File: src/rtl/swm_pkg.sv
package swm_pkg;

    // Default sizing of the candidate queue and of the sample words.
    localparam int unsigned WINDOW_MAX_DEF   = 16;
    localparam int unsigned SAMPLE_WIDTH_DEF = 16;

    // Width of the window_size configuration register.
    localparam int unsigned CFG_W = 5;

endpackage

File: src/rtl/swm_in_if.sv
interface swm_in_if #(
    parameter int unsigned SAMPLE_WIDTH = swm_pkg::SAMPLE_WIDTH_DEF
);
    logic                           valid;
    logic                           ready;
    logic signed [SAMPLE_WIDTH-1:0] sample;
    logic                           start_req;

    modport source (output valid, output sample, output start_req, input ready);
    modport sink   (input valid, input sample, input start_req, output ready);
endinterface

File: src/rtl/swm_out_if.sv
interface swm_out_if #(
    parameter int unsigned SAMPLE_WIDTH = swm_pkg::SAMPLE_WIDTH_DEF
);
    logic                           valid;
    logic                           ready;
    logic signed [SAMPLE_WIDTH-1:0] window_max;

    modport source (output valid, output window_max, input ready);
    modport sink   (input valid, input window_max, output ready);
endinterface

File: src/rtl/sliding_window_maximum_unit.sv
// An accepted word goes straight to S_APPEND and then S_OUT when the queue is empty or cleared;
// otherwise it first steps through the queue, evicting candidates aged out of the window
// and discarding those that are not larger than the new sample.
// A new word is accepted only in S_IDLE, once the last one is through; every queue step is a registered memory
// read and a compare; a result held in the output register stalls the unit in S_OUT.
// Reset (synchronous, active low) empties the queue, clears the warm-up count and sets
// window_size to 1; the candidate memory itself is not cleared.
module sliding_window_maximum_unit #(
    parameter int unsigned WINDOW_MAX   = swm_pkg::WINDOW_MAX_DEF,
    parameter int unsigned SAMPLE_WIDTH = swm_pkg::SAMPLE_WIDTH_DEF
) (
    input  logic                     i_clk,
    input  logic                     i_rst_n,
    input  logic                     i_cfg_we,
    input  logic [swm_pkg::CFG_W-1:0] i_cfg_data,
    swm_in_if.sink                   i_in,
    swm_out_if.source                o_out
);

    localparam int unsigned PTR_W = (WINDOW_MAX > 1) ? $clog2(WINDOW_MAX) : 1;
    localparam int unsigned DEPTH = 2 ** PTR_W;
    localparam int unsigned CNT_W = $clog2(WINDOW_MAX + 1);
    localparam int unsigned TS_W  = PTR_W + 1;
    localparam int unsigned CMP_W = (CNT_W > swm_pkg::CFG_W) ? CNT_W : swm_pkg::CFG_W;

    typedef struct packed {
        logic [SAMPLE_WIDTH-1:0] value;
        logic [TS_W-1:0]         stamp;
    } t_entry;

    typedef enum logic [2:0] {
        S_IDLE,
        S_EV_RD,
        S_EV_CHK,
        S_DS_RD,
        S_DS_CHK,
        S_APPEND,
        S_OUT
    } t_state;

    t_state                   r_state;
    logic [swm_pkg::CFG_W-1:0] r_window_size;
    logic [PTR_W-1:0]         r_head;
    logic [CNT_W-1:0]         r_count;
    logic [CNT_W-1:0]         r_seen;
    logic [TS_W-1:0]          r_time;
    logic [SAMPLE_WIDTH-1:0]  r_sample;
    logic                     r_app_empty;
    logic                     r_emit;
    logic                     r_out_valid;
    logic [SAMPLE_WIDTH-1:0]  r_out_data;

    t_entry                   r_mem [DEPTH];
    t_entry                   r_rd;

    logic [CMP_W-1:0]         cfg_ext;
    logic [CNT_W-1:0]         win;
    logic [PTR_W-1:0]         back_addr;
    logic [PTR_W-1:0]         tail_addr;
    logic [PTR_W-1:0]         rd_addr;
    logic                     mem_we;
    logic [TS_W-1:0]          age;
    logic [CNT_W-1:0]         n_seen;
    logic                     in_fire;
    logic                     out_load;

    // A window of zero acts as one; anything above the queue depth is clamped.
    always_comb begin
        cfg_ext = CMP_W'(r_window_size);
        if (cfg_ext == '0) begin
            win = CNT_W'(1);
        end else if (cfg_ext > CMP_W'(WINDOW_MAX)) begin
            win = CNT_W'(WINDOW_MAX);
        end else begin
            win = CNT_W'(cfg_ext);
        end
    end

    assign tail_addr = r_head + PTR_W'(r_count);
    assign back_addr = tail_addr - PTR_W'(1);
    assign rd_addr   = (r_state == S_DS_RD) ? back_addr : r_head;
    assign mem_we    = (r_state == S_APPEND);
    // Ages come from the difference of arrival stamps, modulo the stamp width.
    assign age       = r_time - r_rd.stamp;
    assign n_seen    = (r_seen < win) ? r_seen + CNT_W'(1) : win;

    assign in_fire     = i_in.valid && i_in.ready;
    assign i_in.ready  = (r_state == S_IDLE);
    assign o_out.valid      = r_out_valid;
    assign o_out.window_max = r_out_data;

    // A result is loaded when the output register is empty or drains in the same cycle.
    assign out_load = (r_state == S_OUT) && r_emit && (!r_out_valid || o_out.ready);

    always_ff @(posedge i_clk) begin
        if (mem_we) begin
            r_mem[tail_addr] <= '{value: r_sample, stamp: r_time};
        end
        r_rd <= r_mem[rd_addr];
    end

    always_ff @(posedge i_clk) begin
        if (!i_rst_n) begin
            r_state       <= S_IDLE;
            r_window_size <= swm_pkg::CFG_W'(1);
            r_head        <= '0;
            r_count       <= '0;
            r_seen        <= '0;
            r_time        <= '0;
            r_app_empty   <= 1'b0;
            r_emit        <= 1'b0;
            r_out_valid   <= 1'b0;
        end else begin
            if (i_cfg_we) begin
                r_window_size <= i_cfg_data;
            end
            if (out_load) begin
                r_out_valid <= 1'b1;
                r_out_data  <= r_app_empty ? r_sample : r_rd.value;
            end else if (r_out_valid && o_out.ready) begin
                r_out_valid <= 1'b0;
            end

            unique case (r_state)
                S_IDLE: begin
                    if (in_fire) begin
                        r_sample <= i_in.sample;
                        r_time   <= r_time + TS_W'(1);
                        if (i_in.start_req) begin
                            r_count <= '0;
                            r_seen  <= '0;
                            r_state <= S_APPEND;
                        end else if (r_count == '0) begin
                            r_state <= S_APPEND;
                        end else begin
                            r_state <= S_EV_RD;
                        end
                    end
                end
                S_EV_RD: begin
                    r_state <= S_EV_CHK;
                end
                S_EV_CHK: begin
                    if (age >= TS_W'(win)) begin
                        r_head  <= r_head + PTR_W'(1);
                        r_count <= r_count - CNT_W'(1);
                        r_state <= (r_count == CNT_W'(1)) ? S_APPEND : S_EV_RD;
                    end else begin
                        r_state <= S_DS_RD;
                    end
                end
                S_DS_RD: begin
                    r_state <= S_DS_CHK;
                end
                S_DS_CHK: begin
                    if ($signed(r_rd.value) <= $signed(r_sample)) begin
                        r_count <= r_count - CNT_W'(1);
                        r_state <= (r_count == CNT_W'(1)) ? S_APPEND : S_DS_RD;
                    end else begin
                        r_state <= S_APPEND;
                    end
                end
                S_APPEND: begin
                    // The head is read in this cycle; when the queue was empty the new
                    // word itself becomes the front.
                    r_app_empty <= (r_count == '0);
                    r_count     <= r_count + CNT_W'(1);
                    r_seen      <= n_seen;
                    r_emit      <= (n_seen >= win);
                    r_state     <= S_OUT;
                end
                S_OUT: begin
                    if (!r_emit || out_load) begin
                        r_state <= S_IDLE;
                    end
                end
                default: begin
                    r_state <= S_IDLE;
                end
            endcase
        end
    end

`ifndef SYNTHESIS
    a_count_bound: assert property (@(posedge i_clk) disable iff (!i_rst_n)
        r_count <= CNT_W'(WINDOW_MAX))
        else $error("candidate count exceeds queue depth");

    a_busy_after_accept: assert property (@(posedge i_clk) disable iff (!i_rst_n)
        in_fire |=> (r_state != S_IDLE))
        else $error("unit idle right after accepting a word");

    a_check_nonempty: assert property (@(posedge i_clk) disable iff (!i_rst_n)
        (r_state == S_EV_CHK || r_state == S_DS_CHK) |-> (r_count != '0))
        else $error("queue step on an empty queue");

    a_out_no_overwrite: assert property (@(posedge i_clk) disable iff (!i_rst_n)
        (r_out_valid && !o_out.ready) |=> (r_out_valid && $stable(r_out_data)))
        else $error("pending result lost or changed");
`endif

endmodule
File: src/flat_wrapper.sv
// flat-port wrapper written by rule: the top's interface ports become plain ports
module sliding_window_maximum_unit_flat 
#(
    parameter int unsigned WINDOW_MAX   = swm_pkg::WINDOW_MAX_DEF,
    parameter int unsigned SAMPLE_WIDTH = swm_pkg::SAMPLE_WIDTH_DEF
)
  (i_clk, i_rst_n, i_cfg_we, i_cfg_data, i_in_valid, i_in_sample, i_in_start_req, i_in_ready, o_out_valid, o_out_window_max, o_out_ready);
  swm_in_if #(.SAMPLE_WIDTH(SAMPLE_WIDTH)) i_in_i ();
  swm_out_if #(.SAMPLE_WIDTH(SAMPLE_WIDTH)) o_out_i ();
  input  logic i_clk;
  input  logic i_rst_n;
  input  logic i_cfg_we;
  input  logic [swm_pkg::CFG_W-1:0] i_cfg_data;
  input wire logic [$bits(i_in_i.valid)-1:0] i_in_valid;
  input wire logic [$bits(i_in_i.sample)-1:0] i_in_sample;
  input wire logic [$bits(i_in_i.start_req)-1:0] i_in_start_req;
  output wire logic [$bits(i_in_i.ready)-1:0] i_in_ready;
  output wire logic [$bits(o_out_i.valid)-1:0] o_out_valid;
  output wire logic [$bits(o_out_i.window_max)-1:0] o_out_window_max;
  input wire logic [$bits(o_out_i.ready)-1:0] o_out_ready;
  assign i_in_i.valid = i_in_valid;
  assign i_in_i.sample = i_in_sample;
  assign i_in_i.start_req = i_in_start_req;
  assign i_in_ready = i_in_i.ready;
  assign o_out_valid = o_out_i.valid;
  assign o_out_window_max = o_out_i.window_max;
  assign o_out_i.ready = o_out_ready;
  sliding_window_maximum_unit #(.WINDOW_MAX(WINDOW_MAX), .SAMPLE_WIDTH(SAMPLE_WIDTH)) u_core (.i_clk(i_clk), .i_rst_n(i_rst_n), .i_cfg_we(i_cfg_we), .i_cfg_data(i_cfg_data), .i_in(i_in_i), .o_out(o_out_i));
endmodule
File: config.mk
export PLATFORM = sky130hd
export DESIGN_NAME = sliding_window_maximum_unit_flat
export DESIGN_NICKNAME = d
export VERILOG_FILES = /design/src/rtl/swm_pkg.sv /design/src/rtl/swm_in_if.sv /design/src/rtl/swm_out_if.sv /design/src/rtl/sliding_window_maximum_unit.sv /design/src/flat_wrapper.sv
export SDC_FILE = /design/constraint.sdc
export NUM_CORES = 1
export LEC_CHECK = 0
export ABC_AREA = 1
export BUFFER_PORTS_ARGS = -buffer_cell sky130_fd_sc_hd__buf_4
export CORE_MARGIN = 4
export CORE_UTILIZATION = 60
export CTS_BUF_LIST = sky130_fd_sc_hd__clkbuf_8
export DETAILED_ROUTE_END_ITERATION = 10
export PLACE_DENSITY_LB_ADDON = 0.15
export SLEW_MARGIN = 20
export SYNTH_ARGS = -nofsm -noshare
export SYNTH_HDL_FRONTEND = slang
export SYNTH_SLANG_ARGS = --single-unit
File: constraint.sdc
create_clock -name i_clk -period 5.5 [get_ports i_clk]
set_clock_uncertainty 0.05 [all_clocks]
set_input_delay 1.1 -clock i_clk [delete_from_list [all_inputs] [get_ports i_clk]]
set_output_delay 1.1 -clock i_clk [all_outputs]
set_load 0.02 [all_outputs]
==> flow_summary.yaml <==
synth:
  syn_area_per_cell_um2: 11.6
  seq_area_frac_synth_pct: 67.8
  netlist_instances: 1534
  post_synth_instance_area_um2: 17800
  syn-num-nets: 1611
  yosysUniqueCellTypes: 36
  yosysWarnings: 0
  synth_seq_cells: 419
sta:
  setup_ws_ns: 1.92
  final.min_clock_period_ns: 3.58
  transition_time_of_the_tightest_slew_check_pin_ns: 1.15
  slew_headroom_pct: 23.4
  max_clock_freq_mhz: 279
  grt_setup_unrepaired: "no"
  finalHoldViolations: 0
  finalSetupTns_ns: 0
  post-route-period-util_pct: 65.2
  report.final.setup_viol: 0
  finalMaxSlewViolations: 0
routing:
  ant_nets: 0
  via_count: 11651
  drc_violations_left: 0
  routed_wl_um: 41400
  drt_pre_antenna_iters: 5
  wl_per_cell_um: 20.4
  route.detailed.vias_per_inst: 5.74
  initial_detailed_routing_violation_count: 1169
worst_hold_path:
  worstHoldEndpoint: "u_core.cfg_ext[0]"
  holdCritPathClass: "flop to flop"
  worst_hold_path.num_cells: 2
  startpoint_of_the_tightest_hold_check_path: "u_core.cfg_ext[0]"
layout:
  fillers: 2149
  area_delta_synth_final_pct: 11.4
  antenna_cells_inserted: 0
  drive_gt1_share_pct: 11.2
  finish.net_count: 1671
clock_tree:
  hold_buffers: 0
  post-cts-setup-buffers: 0
  cts_made_buffers: 68
  insertion_delay_ns: 0.58
  htree_num_levels: 3
  cts.reportedPaths.clkPinSlew_ns: 0.05
  clk_root_buffer_cell: "clkbuf_8"
  cts.path.max_buffers: 3
  post_cts_resized: 0
  clock_sinks: 419
  cts_tree: "yes"
grt:
  antenna_found_initial: 0
  grt_start_max_net_pins: 169
  grt-ovfl-total: 0
  grt_first_pass_wirelength_um: 64100
  grt_pass1_vias: 11274
  grt_use_total_pct: 25.2
setup_path:
  setup.reg_to_reg.worst_slack_ns: 1.92
  cp-end-kind: "flop"
  startpoint_type: "flop"
  worst_endpoint_data_arrival_time_ns: 4.05
  worstPathRequired_ns: 5.96
  worstReg2RegStart: "u_core.r_count[0]"
  criticalPathCategory: "flop to flop"
  regToRegEndpoint: "u_core.r_rd[10]"
  cp_max_fo: 56
  worstRegToRegCells: 11
floorplan:
  initial_core_util_pct: 61.4
  rows: 62
  fp.dieArea_um2: 32500
  die_h_um: 180
  coreArea_um2: 29000
  die_x_um: 180
  i_o_pin_count: 45
placed_design:
  hpwlAfterDp_um: 23600
  io_buffer_count: 44
  gp_routability_congestion: 0.857
  detailedPlace.worstSlack_ns: 1.89
power_and_ir_drop:
  power_per_cell_area_nw_per_um2: 455
  leakagePower_nw: 7.36
  vdd.ir_drop.worst_v: 0.000262
flow_run:
  max_cap_violations: 0
status:
  outcome: "finished clean"
how the worst max path moves through the flow:
stage                                 start                    endpoint  cells after the start
after global routing      u_core.r_count[0]             u_core.r_rd[10]                     11
after global placement    u_core.r_count[0]             u_core.r_rd[10]                     11
after floorplan                     i_rst_n  u_core.o_out.window_max[0]                      3
after detailed placement  u_core.r_count[0]             u_core.r_rd[10]                     11
after CTS                 u_core.r_count[0]             u_core.r_rd[10]                     11
final                     u_core.r_count[0]             u_core.r_rd[10]                     11
cell families after synthesis:
logic type               share of synthesized area (%)
flip-flops                                        67.8
AO/OA/AOI/OAI                                     12.8
buffers and inverters                             4.36
adder cells (fa/ha/maj)                           3.60
XOR/XNOR                                         0.590
AND/OR/NAND/NOR                                   10.9
cell type report:
cell class | count | area (um2) | area share [%]
timing repair buffer | 68 | 548 | 2.76
sequential | 419 | 12100 | 60.9
clock inverter | 46 | 199 | 1.00
inverter | 117 | 442 | 2.23
multi-input combinational | 920 | 5030 | 25.4
clock buffer | 77 | 1060 | 5.34
tap | 384 | 480 | 2.42
synth_stat cells:
library cell | count | area [um2]
o21ai_0 | 98 | 490
nor3b_1 | 1 | 7.51
buf_2 | 29 | 145
dfxtp_1 | 51 | 1020
o32ai_1 | 21 | 184
inv_1 | 113 | 424
nand3_1 | 20 | 100
nor3_2 | 1 | 10.0
o21ai_1 | 58 | 290
clkbuf_1 | 43 | 161
o21bai_1 | 2 | 15.0
nand2_1 | 189 | 709
buf_1 | 4 | 15.0
a21oi_1 | 47 | 235
xnor2_1 | 1 | 8.76
xor2_1 | 11 | 96.3
or2_2 | 4 | 25.0
a32o_1 | 1 | 10.0
nand3_4 | 1 | 17.5
a21o_1 | 2 | 15.0
a211oi_1 | 2 | 15.0
a31oi_1 | 3 | 18.8
nand4_1 | 6 | 37.5
ha_1 | 48 | 601
nor3_1 | 7 | 35.0
buf_4 | 2 | 15.0
inv_2 | 4 | 15.0
o31ai_1 | 63 | 473
or2_1 | 2 | 12.5
fa_1 | 2 | 40.0
o21ai_2 | 2 | 17.5
o2111ai_1 | 1 | 8.76
o21a_1 | 67 | 503
nor2_1 | 259 | 972
edfxtp_1 | 368 | 11100
and3_1 | 1 | 6.26
per-layer routing:
metal | routed length (um) | GRT usage [%] | up-vias
met5 | 0 | 0 | -
met4 | 1270 | 9.10 | 0
met3 | 2980 | 4.54 | 88
met2 | 19700 | 40.4 | 407
met1 | 17400 | 35.3 | 5617
li1 | - | - | 5539
worst max-delay path, stage by stage (launching register included):
cell and delay, ns:
dfxtp_1 0.38, ha_1 0.25, fa_1 0.57, inv_1 0.10, ha_1 0.20, xor2_1 0.18
o21ai_4 0.65, buf_4 0.64, nand2_1 0.17, o21ai_1 0.11, nand2_1 0.08, nand2_1 0.10
stage by stage:
step	power (mW)	utilization (%)	cells	hold WS (ns)	cell area, um2
2_1_floorplan	5.86	-	1534	0.399	17800
3_3_place_gp	6.51	64.0	1908	0.423	18600
3_5_place_dp	6.59	64.0	1908	0.424	18600
4_1_cts	9.06	68.4	2031	0.434	19800
5_1_grt	9.60	68.4	2031	0.468	19800
6_report	9.01	68.4	2031	0.435	19800
report_power, final:
| part | total [mW] | internal (mW) | switching (mW) |
|---|---|---|---|
| clock | 2.48 | 1.28 | 1.19 |
| combinational | 2.60 | 0.918 | 1.69 |
| sequential | 3.93 | 3.71 | 0.223 |
| total | 9.01 | 5.91 | 3.10 |
state kept, by name (all words and copies together) (netlist names):
register                 cells
u_core.o_out.window_max     16
u_core.r_emit                1
u_core.r_time                5
u_core.r_state               3
u_core.r_app_empty           1
u_core.r_mem               336
u_core.r_sample             16
u_core.r_seen                5
u_core.cfg_ext               5
u_core.o_out.valid           1
u_core.r_rd                 21
u_core.r_head                4
u_core.r_count               5
cells in the final DEF (no fill, tap or decap), types with 3 or more instances in the layout:
cell type | netlist | routed
a21oi_1 | 47 | 47
a31oi_1 | 3 | 3
buf_12 | 0 | 3
buf_4 | 2 | 65
clkbuf_8 | 0 | 77
clkinv_1 | 0 | 5
clkinvlp_4 | 0 | 3
dfxtp_1 | 51 | 50
edfxtp_1 | 368 | 368
ha_1 | 48 | 48
inv_1 | 113 | 147
inv_2 | 4 | 3
nand2_1 | 189 | 189
nand3_1 | 20 | 20
nand4_1 | 6 | 6
nor2_1 | 259 | 243
nor2_2 | 0 | 16
nor3_1 | 7 | 6
o21a_1 | 67 | 67
o21ai_0 | 98 | 97
o21ai_1 | 58 | 57
o21ai_4 | 0 | 3
o31ai_1 | 63 | 63
o32ai_1 | 21 | 21
or2_2 | 4 | 4
xor2_1 | 11 | 11
Power figures use the tool's default switching activity.
